### src/rtl/core/mrr_pkg.sv
// ---------------------------------------------------------------------------
// mrr_pkg: shared types and constants for the Modbus RTU register read master
// Frame constants, result codes, the controller states, the command and
// status groups between controller and datapath, and the CRC-16 byte step.
// ---------------------------------------------------------------------------
package mrr_pkg;

  // Reply sizing
  localparam int MAX_REGS    = 4;
  localparam int REPLY_DEPTH = 5 + 2 * MAX_REGS;
  localparam int RX_IDX_W    = $clog2(REPLY_DEPTH);
  localparam int CNT_W       = $clog2(REPLY_DEPTH + 1);

  localparam logic [RX_IDX_W-1:0] RX_LAST  = RX_IDX_W'(REPLY_DEPTH - 1);
  localparam logic [CNT_W-1:0]    RX_DEPTH = CNT_W'(REPLY_DEPTH);
  localparam logic [2:0]          MAX_CNT  = 3'(MAX_REGS);

  // Protocol constants
  localparam logic [7:0]  FUNC_READ_HOLD = 8'h03;
  localparam logic [15:0] CRC_INIT       = 16'hFFFF;
  localparam logic [15:0] CRC_POLY       = 16'hA001;

  // Register reset values
  localparam logic [7:0]  RST_POLL_ADDR  = 8'd1;
  localparam logic [15:0] RST_START_REG  = 16'h0809;
  localparam logic [2:0]  RST_REG_COUNT  = 3'd4;
  localparam logic [15:0] RST_TIMEOUT    = 16'd200;

  // Configuration register indexes
  localparam logic [1:0] CFG_POLL_ADDR  = 2'd0;
  localparam logic [1:0] CFG_START_REG  = 2'd1;
  localparam logic [1:0] CFG_REG_COUNT  = 2'd2;
  localparam logic [1:0] CFG_TIMEOUT    = 2'd3;

  // Input request kinds
  localparam logic [1:0] KIND_START = 2'd0;
  localparam logic [1:0] KIND_BYTE  = 2'd1;
  localparam logic [1:0] KIND_TICK  = 2'd2;

  // Result kinds
  localparam logic [1:0] OUT_TX     = 2'd0;
  localparam logic [1:0] OUT_REG    = 2'd1;
  localparam logic [1:0] OUT_STATUS = 2'd2;

  // Transaction status codes
  localparam logic [2:0] STAT_OK      = 3'd0;
  localparam logic [2:0] STAT_TIMEOUT = 3'd1;
  localparam logic [2:0] STAT_CRC     = 3'd2;
  localparam logic [2:0] STAT_ADDR    = 3'd3;
  localparam logic [2:0] STAT_COUNT   = 3'd4;

  typedef enum logic [2:0] {
    ST_IDLE,
    ST_WAIT,
    ST_TX,
    ST_SWEEP,
    ST_EVAL,
    ST_REG_HI,
    ST_REG_LO,
    ST_STAT
  } mrr_state_t;

  // Controller to datapath
  typedef struct packed {
    logic wait_clr;     // new transaction: clear counters, init CRC
    logic byte_store;   // buffer a reply byte
    logic sweep_init;   // reply complete: restart CRC and pointer
    logic tick_inc;     // count one tick
    logic timeout_set;  // latch timeout status
    logic tx_load;      // load next request byte into the output
    logic sweep_step;   // fold one stored byte into the CRC check
    logic eval_load;    // latch reply status
    logic reg_hold;     // hold high byte of a register value
    logic reg_load;     // load a register value into the output
    logic stat_load;    // load the status into the output
  } mrr_cmd_t;

  // Datapath to controller
  typedef struct packed {
    logic out_free;
    logic tx_done;
    logic reply_done;
    logic timeout_hit;
    logic sweep_done;
    logic status_ok;
    logic reg_done;
  } mrr_sts_t;

  // CRC-16, reflected polynomial, one byte
  function automatic logic [15:0] crc_byte(input logic [15:0] crc, input logic [7:0] data);
    logic [15:0] c;
    c = crc ^ {8'h00, data};
    for (int k = 0; k < 8; k++) begin
      c = c[0] ? ((c >> 1) ^ CRC_POLY) : (c >> 1);
    end
    return c;
  endfunction

endpackage

### src/rtl/core/mrr_ctrl.sv
// ---------------------------------------------------------------------------
// mrr_ctrl: transaction controller
// Sequences request emission, reply collection, the reply check sweep and
// the emission of register values and status.
// ---------------------------------------------------------------------------
module mrr_ctrl
  import mrr_pkg::*;
(
  input  logic       clk,
  input  logic       rst,
  input  logic       in_valid,
  input  logic [1:0] kind,
  output logic       in_ready,
  input  mrr_sts_t   sts,
  output mrr_cmd_t   cmd
);

  mrr_state_t state;
  mrr_state_t state_next;
  logic       accept;

  // Take requests only while idle or waiting for the reply
  assign in_ready = (state == ST_IDLE) || (state == ST_WAIT);
  assign accept   = in_valid && in_ready;

  always_ff @(posedge clk) begin
    if (rst) begin
      state <= ST_IDLE;
    end else begin
      state <= state_next;
    end
  end

  // Next state
  always_comb begin
    state_next = state;
    case (state)
      ST_IDLE: begin
        if (accept && kind == KIND_START) state_next = ST_TX;
      end
      ST_WAIT: begin
        if (accept) begin
          case (kind)
            KIND_START: state_next = ST_TX;
            KIND_BYTE:  if (sts.reply_done) state_next = ST_SWEEP;
            KIND_TICK:  if (sts.timeout_hit) state_next = ST_STAT;
            default:    state_next = ST_WAIT;
          endcase
        end
      end
      ST_TX: begin
        if (sts.out_free && sts.tx_done) state_next = ST_WAIT;
      end
      ST_SWEEP: begin
        if (sts.sweep_done) state_next = ST_EVAL;
      end
      ST_EVAL: begin
        state_next = sts.status_ok ? ST_REG_HI : ST_STAT;
      end
      ST_REG_HI: begin
        state_next = ST_REG_LO;
      end
      ST_REG_LO: begin
        if (sts.out_free) state_next = sts.reg_done ? ST_STAT : ST_REG_HI;
      end
      ST_STAT: begin
        if (sts.out_free) state_next = ST_IDLE;
      end
      default: state_next = ST_IDLE;
    endcase
  end

  // Datapath commands
  always_comb begin
    cmd = '0;
    case (state)
      ST_IDLE: begin
        cmd.wait_clr = accept && kind == KIND_START;
      end
      ST_WAIT: begin
        if (accept) begin
          case (kind)
            KIND_START: cmd.wait_clr = 1'b1;
            KIND_BYTE: begin
              cmd.byte_store = 1'b1;
              cmd.sweep_init = sts.reply_done;
            end
            KIND_TICK: begin
              cmd.tick_inc    = 1'b1;
              cmd.timeout_set = sts.timeout_hit;
            end
            default: cmd = '0;
          endcase
        end
      end
      ST_TX:     cmd.tx_load    = sts.out_free;
      ST_SWEEP:  cmd.sweep_step = 1'b1;
      ST_EVAL:   cmd.eval_load  = 1'b1;
      ST_REG_HI: cmd.reg_hold   = 1'b1;
      ST_REG_LO: cmd.reg_load   = sts.out_free;
      ST_STAT:   cmd.stat_load  = sts.out_free;
      default:   cmd = '0;
    endcase
  end

endmodule

### src/rtl/core/mrr_dpath.sv
// ---------------------------------------------------------------------------
// mrr_dpath: transaction datapath
// Configuration registers, reply byte buffer, counters, the shared CRC-16
// unit, reply checks and the output result register.
// ---------------------------------------------------------------------------
module mrr_dpath
  import mrr_pkg::*;
(
  input  logic        clk,
  input  logic        rst,
  input  logic        cfg_we,
  input  logic [1:0]  cfg_index,
  input  logic [15:0] cfg_data,
  input  logic [7:0]  rx_byte,
  input  mrr_cmd_t    cmd,
  output mrr_sts_t    sts,
  output logic        out_valid,
  input  logic        out_ready,
  output logic [1:0]  out_kind,
  output logic [7:0]  tx_byte,
  output logic [1:0]  reg_index,
  output logic [15:0] reg_value,
  output logic [2:0]  status,
  output logic        last
);

  // Configuration
  logic [7:0]  poll_addr;
  logic [15:0] start_register;
  logic [2:0]  register_count;
  logic [15:0] timeout_ticks;

  // Transaction state
  logic [7:0]          reply_bytes [REPLY_DEPTH];
  logic [CNT_W-1:0]    received_count;
  logic [15:0]         elapsed_ticks;
  logic [15:0]         crc;
  logic [15:0]         got_crc;
  logic [RX_IDX_W-1:0] idx;
  logic [1:0]          reg_num;
  logic [7:0]          hold_byte;
  logic [2:0]          stat_reg;

  logic [2:0]          n;
  logic [CNT_W-1:0]    expected;
  logic [15:0]         elapsed_next;
  logic [7:0]          rd_byte;
  logic [7:0]          tx_cur;
  logic                sweep_crc;
  logic                crc_en;
  logic [7:0]          crc_in;
  logic [2:0]          eval_status;
  logic                out_load;

  // Write configuration registers
  always_ff @(posedge clk) begin
    if (rst) begin
      poll_addr      <= RST_POLL_ADDR;
      start_register <= RST_START_REG;
      register_count <= RST_REG_COUNT;
      timeout_ticks  <= RST_TIMEOUT;
    end else if (cfg_we) begin
      case (cfg_index)
        CFG_POLL_ADDR:  poll_addr      <= cfg_data[7:0];
        CFG_START_REG:  start_register <= cfg_data;
        CFG_REG_COUNT:  register_count <= cfg_data[2:0];
        CFG_TIMEOUT:    timeout_ticks  <= cfg_data;
        default:        poll_addr      <= poll_addr;
      endcase
    end
  end

  // Clamp register count and derive the reply length
  always_comb begin
    if (register_count == 3'd0) begin
      n = 3'd1;
    end else if (register_count > MAX_CNT) begin
      n = MAX_CNT;
    end else begin
      n = register_count;
    end
  end

  assign expected = CNT_W'(5) + CNT_W'({n, 1'b0});

  // Indexed read port into the reply buffer; the reply check reads bytes 0 to 2 directly
  assign rd_byte = (idx <= RX_LAST) ? reply_bytes[idx] : 8'h00;

  // Request frame byte at the current position
  always_comb begin
    case (idx[2:0])
      3'd0:    tx_cur = poll_addr;
      3'd1:    tx_cur = FUNC_READ_HOLD;
      3'd2:    tx_cur = start_register[15:8];
      3'd3:    tx_cur = start_register[7:0];
      3'd4:    tx_cur = 8'h00;
      3'd5:    tx_cur = {5'd0, n};
      3'd6:    tx_cur = crc[7:0];
      3'd7:    tx_cur = crc[15:8];
      default: tx_cur = 8'h00;
    endcase
  end

  // Buffer reply bytes and count ticks
  assign elapsed_next = elapsed_ticks + 16'd1;

  always_ff @(posedge clk) begin
    if (cmd.byte_store && received_count < RX_DEPTH) begin
      reply_bytes[received_count[RX_IDX_W-1:0]] <= rx_byte;
    end
  end

  always_ff @(posedge clk) begin
    if (rst) begin
      received_count <= '0;
      elapsed_ticks  <= '0;
    end else if (cmd.wait_clr) begin
      received_count <= '0;
      elapsed_ticks  <= '0;
    end else begin
      if (cmd.byte_store && received_count < RX_DEPTH) received_count <= received_count + 1'b1;
      if (cmd.tick_inc) elapsed_ticks <= elapsed_next;
    end
  end

  // Shared CRC unit: request bytes while sending, stored bytes while checking
  assign sweep_crc = CNT_W'(idx) < (expected - CNT_W'(2));
  assign crc_en    = (cmd.tx_load && idx < RX_IDX_W'(6)) || (cmd.sweep_step && sweep_crc);
  assign crc_in    = cmd.tx_load ? tx_cur : rd_byte;

  always_ff @(posedge clk) begin
    if (cmd.wait_clr || cmd.sweep_init) begin
      crc <= CRC_INIT;
    end else if (crc_en) begin
      crc <= crc_byte(crc, crc_in);
    end
  end

  // Shift in the received CRC, low byte first
  always_ff @(posedge clk) begin
    if (cmd.sweep_step && !sweep_crc) begin
      got_crc <= {rd_byte, got_crc[15:8]};
    end
  end

  // Advance the buffer pointer
  always_ff @(posedge clk) begin
    if (cmd.wait_clr || cmd.sweep_init) begin
      idx <= '0;
    end else if (cmd.eval_load) begin
      idx <= RX_IDX_W'(3);
    end else if (cmd.tx_load || cmd.sweep_step || cmd.reg_hold || cmd.reg_load) begin
      idx <= idx + 1'b1;
    end
  end

  // Judge the reply: CRC, then address and function, then byte count
  always_comb begin
    if (got_crc != crc) begin
      eval_status = STAT_CRC;
    end else if (reply_bytes[0] != poll_addr || reply_bytes[1] != FUNC_READ_HOLD) begin
      eval_status = STAT_ADDR;
    end else if (reply_bytes[2] != {4'd0, n, 1'b0}) begin
      eval_status = STAT_COUNT;
    end else begin
      eval_status = STAT_OK;
    end
  end

  always_ff @(posedge clk) begin
    if (cmd.timeout_set) begin
      stat_reg <= STAT_TIMEOUT;
    end else if (cmd.eval_load) begin
      stat_reg <= eval_status;
    end
  end

  // Register value assembly
  always_ff @(posedge clk) begin
    if (cmd.reg_hold) hold_byte <= rd_byte;
  end

  always_ff @(posedge clk) begin
    if (cmd.eval_load) begin
      reg_num <= 2'd0;
    end else if (cmd.reg_load) begin
      reg_num <= reg_num + 2'd1;
    end
  end

  // Output result register
  assign out_load = cmd.tx_load || cmd.reg_load || cmd.stat_load;

  always_ff @(posedge clk) begin
    if (rst) begin
      out_valid <= 1'b0;
    end else if (out_load) begin
      out_valid <= 1'b1;
    end else if (out_ready) begin
      out_valid <= 1'b0;
    end
  end

  always_ff @(posedge clk) begin
    if (cmd.tx_load) begin
      out_kind  <= OUT_TX;
      tx_byte   <= tx_cur;
      reg_index <= 2'd0;
      reg_value <= 16'd0;
      status    <= STAT_OK;
      last      <= sts.tx_done;
    end else if (cmd.reg_load) begin
      out_kind  <= OUT_REG;
      tx_byte   <= 8'h00;
      reg_index <= reg_num;
      reg_value <= {hold_byte, rd_byte};
      status    <= STAT_OK;
      last      <= 1'b0;
    end else if (cmd.stat_load) begin
      out_kind  <= OUT_STATUS;
      tx_byte   <= 8'h00;
      reg_index <= 2'd0;
      reg_value <= 16'd0;
      status    <= stat_reg;
      last      <= 1'b1;
    end
  end

  // Status to the controller
  always_comb begin
    sts.out_free    = !out_valid || out_ready;
    sts.tx_done     = idx == RX_IDX_W'(7);
    sts.reply_done  = (received_count + 1'b1) >= expected;
    sts.timeout_hit = elapsed_next >= timeout_ticks;
    sts.sweep_done  = CNT_W'(idx) == (expected - CNT_W'(1));
    sts.status_ok   = eval_status == STAT_OK;
    sts.reg_done    = {1'b0, reg_num} == (n - 3'd1);
  end

endmodule

### src/rtl/core/modbus_rtu_register_read_master.sv
// ---------------------------------------------------------------------------
// modbus_rtu_register_read_master: Modbus RTU read-holding-registers master
// Sends one function 0x03 request per start request, collects the reply, checks
// CRC, address, function and byte count, then returns the register values and a
// status; a failed check returns only a status, a spent tick budget a timeout status.
// ---------------------------------------------------------------------------
//
//   channel  signals                               direction
//   -------  ------------------------------------  ---------
//   in       in_valid/in_ready, kind, rx_byte       in
//   out      out_valid/out_ready, out_kind,         out
//            tx_byte, reg_index, reg_value,
//            status, last
//   cfg      cfg_valid/cfg_ready, cfg_index,        in
//            cfg_data
//
// A start request emits its 8 request bytes at one per cycle while out_ready is high.
// The byte that completes a 5+2N byte reply starts a check: a sweep over the buffer,
// an evaluation, then each register value in turn and finally the status.
// Bytes and ticks are otherwise taken at once; no request or register write is taken
// while a sequence runs. Reset restores register defaults, clears counters and idles.
// Results wait in one output register; a stalled output holds the sequence.
// ---------------------------------------------------------------------------
module modbus_rtu_register_read_master
  import mrr_pkg::*;
(
  input  logic        clk,
  input  logic        rst,
  input  logic        in_valid,
  output logic        in_ready,
  input  logic [1:0]  kind,
  input  logic [7:0]  rx_byte,
  output logic        out_valid,
  input  logic        out_ready,
  output logic [1:0]  out_kind,
  output logic [7:0]  tx_byte,
  output logic [1:0]  reg_index,
  output logic [15:0] reg_value,
  output logic [2:0]  status,
  output logic        last,
  input  logic        cfg_valid,
  output logic        cfg_ready,
  input  logic [1:0]  cfg_index,
  input  logic [15:0] cfg_data
);

  mrr_cmd_t cmd;
  mrr_sts_t sts;

  // Take register writes only while idle or waiting for the reply
  assign cfg_ready = in_ready;

  mrr_ctrl u_ctrl (
    .clk      (clk),
    .rst      (rst),
    .in_valid (in_valid),
    .kind     (kind),
    .in_ready (in_ready),
    .sts      (sts),
    .cmd      (cmd)
  );

  mrr_dpath u_dpath (
    .clk       (clk),
    .rst       (rst),
    .cfg_we    (cfg_valid && cfg_ready),
    .cfg_index (cfg_index),
    .cfg_data  (cfg_data),
    .rx_byte   (rx_byte),
    .cmd       (cmd),
    .sts       (sts),
    .out_valid (out_valid),
    .out_ready (out_ready),
    .out_kind  (out_kind),
    .tx_byte   (tx_byte),
    .reg_index (reg_index),
    .reg_value (reg_value),
    .status    (status),
    .last      (last)
  );

  // Never overwrite a result that has not been taken
  assert property (@(posedge clk) disable iff (rst)
    (cmd.tx_load || cmd.reg_load || cmd.stat_load) |-> sts.out_free)
    else $error("result loaded while output register busy");

  // At most one result source per cycle
  assert property (@(posedge clk) disable iff (rst)
    $onehot0({cmd.tx_load, cmd.reg_load, cmd.stat_load}))
    else $error("conflicting result loads");

  // No request taken while the reply is being checked or emitted
  assert property (@(posedge clk) disable iff (rst)
    in_ready |-> !(cmd.sweep_step || cmd.eval_load || cmd.reg_hold || cmd.reg_load))
    else $error("request taken during reply sequence");

  // A register value is never the final result
  assert property (@(posedge clk) disable iff (rst)
    (out_valid && out_kind == OUT_REG) |-> !last)
    else $error("register value marked last");

endmodule
### config.mk
export PLATFORM = sky130hd
export DESIGN_NAME = modbus_rtu_register_read_master
export DESIGN_NICKNAME = d
export VERILOG_FILES = /design/src/rtl/core/mrr_pkg.sv /design/src/rtl/core/mrr_ctrl.sv /design/src/rtl/core/mrr_dpath.sv /design/src/rtl/core/modbus_rtu_register_read_master.sv
export SDC_FILE = /design/constraint.sdc
export NUM_CORES = 1
export LEC_CHECK = 0
export ABC_AREA = 1
export BUFFER_PORTS_ARGS = -buffer_cell sky130_fd_sc_hd__buf_2
export CORE_MARGIN = 2
export CORE_UTILIZATION = 61
export DETAILED_ROUTE_END_ITERATION = 8
export GPL_TIMING_DRIVEN = 0
export PLACE_DENSITY = 0.78
export SLEW_MARGIN = 40
export SYNTH_ARGS = -nofsm -noshare
export SYNTH_HDL_FRONTEND = slang
export SYNTH_HIERARCHICAL = 1
export SYNTH_SLANG_ARGS = --single-unit
### constraint.sdc
create_clock -name clk -period 3.95 [get_ports clk]
set_input_delay 0.395 -clock clk [delete_from_list [all_inputs] [get_ports clk]]
set_output_delay 0.395 -clock clk [all_outputs]
set_load 0.01 [all_outputs]
# [Word level (Yosys, flattened, before mapping)]
# Memory sizes are Yosys's and may differ from the RTL's.
# Index checks and enable logic that the tools add are counted.
[classes] mux=58 reduce_logical=38 n_lt_le_gt_ge=7 n_bitwise=9 n_addsub=8 eq_ne=34
[op_table] operator="$mux W16" count=10
[op_table] operator="$pmux W8 S8" count=1
[op_table] operator="$mux W8" count=5
[op_table] operator="$mux W3" count=13
[op_table] operator="$eq A3 B3 Y1 const B" count=8
[op_table] operator="$not A2 Y3" count=8
[op_table] operator="$pmux W3 S8" count=1
[op_table] operator="$add A16 B1 Y16 const B" count=1
[op_table] operator="$ge A16 B16 Y1" count=1
[op_table] operator="$mux W2" count=8
[op_table] operator="$ne A16 B16 Y1" count=1
[op_table] operator="$xor A16 B8 Y16" count=1
[op_table] operator="$pmux W1 S2" count=7
[op_table] operator="$eq A3 B2 Y1 const B" count=4
[op_table] operator="$logic_not A3 Y1" count=4
[op_table] operator="$mux W11" count=1
[op_table] operator="$logic_or A1 B1 Y1" count=10
[op_table] operator="$mux W1" count=10
[op_table] operator="$pmux W3 S3" count=1
[op_table] operator="$add A4 B1 Y4 const B" count=2
[op_table] operator="$logic_and A1 B1 Y1" count=8
[op_table] operator="$ne A2 B1 Y1 const B" count=4
[op_table] operator="$ne A8 B2 Y1 const B" count=1
[op_table] operator="$ne A8 B4 Y1" count=1
[op_table] operator="other kinds (28)" count=43
[word_totals] register_bits=148 ram_bits=104 memories=1 wordCells=177
[memory_table] name="u_dpath.reply_bytes" depth=13 width=8 read_ports=4 rd_clocked_by_memory_dff=0 write_ports=1 line_no="mrr_dpath.sv:34" rtl="logic [7:0] reply_bytes [REPLY_DEPTH];"

# [Longest topological paths before layout]
[depth] word_depth=26 ltp_mapped=26

# [Cells and area by module]
# The synthesis kept the hierarchy.
[modules_own_cells] mod="mrr_dpath" area_per_inst_um2=12722.2 seq_area_each_um2=7076.8 cells_per_inst=1391 n_inst=1
[modules_own_cells] mod="mrr_ctrl" area_per_inst_um2=395.4 seq_area_each_um2=60.1 cells_per_inst=78 n_inst=1
[modules_own_cells] mod="modbus_rtu_register_read_master" area_per_inst_um2=15.0 seq_area_each_um2=0.0 cells_per_inst=3 n_inst=1

# [Worst setup path after synthesis]
# OpenSTA, ideal clock, no wires.
[synth_path] kind="reg2reg" startpoint="register u_dpath.elapsed_ticks[0]" endpoint="register u_ctrl.state[0]" slack_ns=0.972 setup_ns=0.114 period_less_slack_ns=2.978 required_ns=3.836 stages_incl_launch_ff=22 arrival_time_ns=2.864 cell_sequence="dfxtp_1 > nand3_1 > nor3_1 > inv_1 > nor3_1 > nand4_1 > nor4_1 > xnor2_1 > inv_1 > ha_1 > nand2_1 > nor2_1 > a211oi_1 > nand2_1 > inv_1 > nand4_1 > nand2_1 > nor2_2 > nand2_2 > nand2_1 > nand2_1 > nor2_2"
[synth_lines] element="start: declaration" line_no="mrr_dpath.sv:36" rtl="logic [15:0] elapsed_ticks;"
[synth_lines] element="start signal: assignment" line_no="mrr_dpath.sv:122" rtl="if (cmd.tick_inc) elapsed_ticks <= elapsed_next;"
[synth_lines] element="end signal: assignment" line_no="mrr_ctrl.sv:30" rtl="state <= state_next;"
[synth_lines] element="end: declaration" line_no="mrr_ctrl.sv:18" rtl="mrr_state_t state;"

==> impl_metrics.yaml <==
outcome:
  status: "finished, final reports clean"
detailed_routing:
  wl_per_cell_um: 18.34
  dr.pass1.iters: 7
  drt-initial-drc-count: 1047
  vias: 10620
  drc_errors: 0
  viasPerCell: 5.692
  wirelength_um: 34210
  drtAntennaViolNets: 0
sta:
  skew_ns: 0.01210
  final-setup-viol-count: 0
  grt_setup_unrepaired: "false"
  tightest_slew_ns: 0.8145
  slew-limit-headroom_pct: 45.50
  min_period_ns: 3.527
  max_freq_ghz: 0.2836
  hold_viol: 0
  setup_tns_ns: 0
  slew_violations: 0
  post-route-period-util_pct: 89.28
  setup_slack_ns: 0.4234
cells_and_area:
  fin_nets: 1637
  post-route-util_pct: 70.05
  fillCellCount: 1615
  diodes: 0
  largest_reg_flops: 128
  drive_gt1_share_pct: 13.01
  area_growth_pct: 12.48
synthesis:
  synthTopCellsByCount: "279 x nand2_1, 197 x inv_1, 165 x nor2_1, 161 x edfxtp_1, 120 x o21ai_0"
  synth_cells: 1472
  syn_nets: 1540
  synth_seq_cells: 276
  synth_area_leaders: "edfxtp_1 37%, dfxtp_1 18%, nand2_1 8.0%"
  synth.avg_cell_area_um2: 8.922
  ys_seq_area_share_pct: 54.34
  yosysMostFrequentCell: "nand2_1"
  syn_area_mm2: 0.01313
  synth_cell_types: 47
  yosysTopAreaCellShare_pct: 36.81
  ys.flop_type: "edfxtp_1"
  yosysWarnings: 6
  synth_edf_count: 161
  synth-async-reset-ratio_pct: 0
  yosys.area.top_type: "edfxtp_1"
power:
  leakage_nw: 6.442
  pwr_density_cell_mw_per_mm2: 711.0
  irDropWorstVdd_mv: 0.4041
global_route:
  track_usage_pct: 29.91
  grt_antenna_before_repair: 0
  grt_pass1_wl_um: 52530
  grt_pass1_vias: 9980
  grt_max_degree: 17
  gr-total-overflow: 0
clock_network:
  postCtsSetupRepairBufs: 0
  clockRootBuffer: "clkbuf_16"
  cts_resized: 0
  cts.sinks: 276
  cts-hold-fix-buffers: 0
  worstSkewPairLatency_ns: 0.54
  htree_levels: 1
  cts_tree: "built"
  cts_buffers: 28
  clkSlewWorstSetupHoldPaths_ns: 0.06
  cts_buffer_depth: 3
critical_path:
  crit_buf_inv: 4
  r2r-start: "u_dpath/elapsed_ticks[0]"
  criticalPathCategory: "register to register"
  cp-startpoint: "u_dpath/elapsed_ticks[0]"
  slowest_delay_ns: 0.44
  crit_path_end: "u_dpath/stat_reg[1]"
  r2r_setup_slack_ns: 0.42
  r2r_end: "u_dpath/stat_reg[1]"
  crit_fanout: 4
  path_cells: "nand3_1, nor3_2, inv_1, nor3_1, nand4_1, nor4_1, xnor2_1, inv_1, ha_1, nand2_1, nor2_1, nand2_1, nand2_1, inv_1, nor3_1, or3_1, inv_1"
  cp_data_arrival_time_ns: 3.96
  critPathTopFamily: "simple AND/OR/NAND/NOR gates"
  cpMaxStageDelayCell: "nor3_1"
  cp.depth: 17
  start_kind: "register"
  critPathCaptureType: "register"
  r2r_cells: 17
  cpMostUsedCell: "inv_1"
  required_ns: 4.39
floorplan:
  dieArea_mm2: 0.02272
  start_util_pct: 62.28
  rows: 53
  coreArea_mm2: 0.02109
  pin_count: 68
  die_w_um: 150.7
  die_h_um: 150.7
worst_hold_path:
  min_path_cells: 3
  hp-class: "primary input to register"
placement:
  dp_slack_ns: 0.2942
  port_buffers: 67
  place.gp.congestion: 0.9714
  hpwl_um: 25040
job:
  cap_violations: 0
[metal layers]
metal | vias to the layer above | wire, µm | GRT usage, %
li1 | 5075 | - | -
met1 | 4981 | 14400 | 42.25
met2 | 490 | 15820 | 48.23
met3 | 76 | 3036 | 3.879
met4 | 0 | 954 | 9.720
met5 | - | 0 | 0
[how the worst min path moves through the flow]
stage / start / endpoint
final: cfg_data[11] / u_dpath/start_register[11]
after global placement: u_dpath/reg_index[1] / u_dpath/reg_index[1]
after detailed placement: u_dpath/reg_index[1] / u_dpath/reg_index[1]
after floorplan: u_dpath/start_register[4] / u_dpath/start_register[4]
after global routing: cfg_data[11] / u_dpath/start_register[11]
after CTS: cfg_data[13] / u_dpath/start_register[13]
[worst min-delay path: cells and delay by family]
family	cells	cell delay, ns
buffers and inverters	1	0.09
AND/OR/NAND/NOR	2	0.12
[cell type report]
cell class / count / area (µm²) / share of cell area (%)
repair buffers: 67 / 335.3 / 2.270
clock buffers: 43 / 892.1 / 6.039
inverters: 210 / 793.3 / 5.370
multi-input cells: 937 / 4906 / 33.21
plain buffers: 49 / 321.6 / 2.177
flip-flops and latches: 276 / 7137 / 48.31
clock inverters: 9 / 42.54 / 0.2880
well taps: 275 / 344.1 / 2.329
[cell families after synthesis]
| group | share of synthesized area (%) |
|---|---|
| AO/OA/AOI/OAI | 11.23 |
| adder cells (fa/ha/maj) | 3.335 |
| flip-flops | 54.34 |
| buffers and inverters | 8.489 |
| XOR/XNOR | 2.658 |
| AND/OR/NAND/NOR | 19.94 |
[cells in the final DEF (no fill, tap or decap), drive strengths merged, types with 64 or more instances in the layout]
cell / netlist / layout
edfxtp: 161 / 161
inv: 209 / 209
nor2: 174 / 174
dfxtp: 115 / 115
nand3: 82 / 82
clkbuf: 21 / 64
o21ai: 130 / 130
buf: 28 / 95
a21oi: 71 / 71
nand2: 301 / 301
[per-stage QoR]
stage,std cells,area [µm²],hold WS (ns),power (W)
after floorplan,1472,13130,0.4239,0.006630
after global placement,1814,13810,0.4358,0.007707
after detailed placement,1814,13820,0.4476,0.007814
after CTS,1866,14750,0.09776,0.01043
after global routing,1866,14770,0.1169,0.01108
final,1866,14770,0.1090,0.01050
[power breakdown]
| part | leakage, nW | switching, W | total [W] | internal, W |
|---|---|---|---|---|
| clock network | 0.459 | 0.00106 | 0.00261 | 0.00155 |
| logic | 3.59 | 0.00290 | 0.00428 | 0.00137 |
| registers | 2.39 | 0.000246 | 0.00362 | 0.00337 |
(Power assumes the default switching activity.)
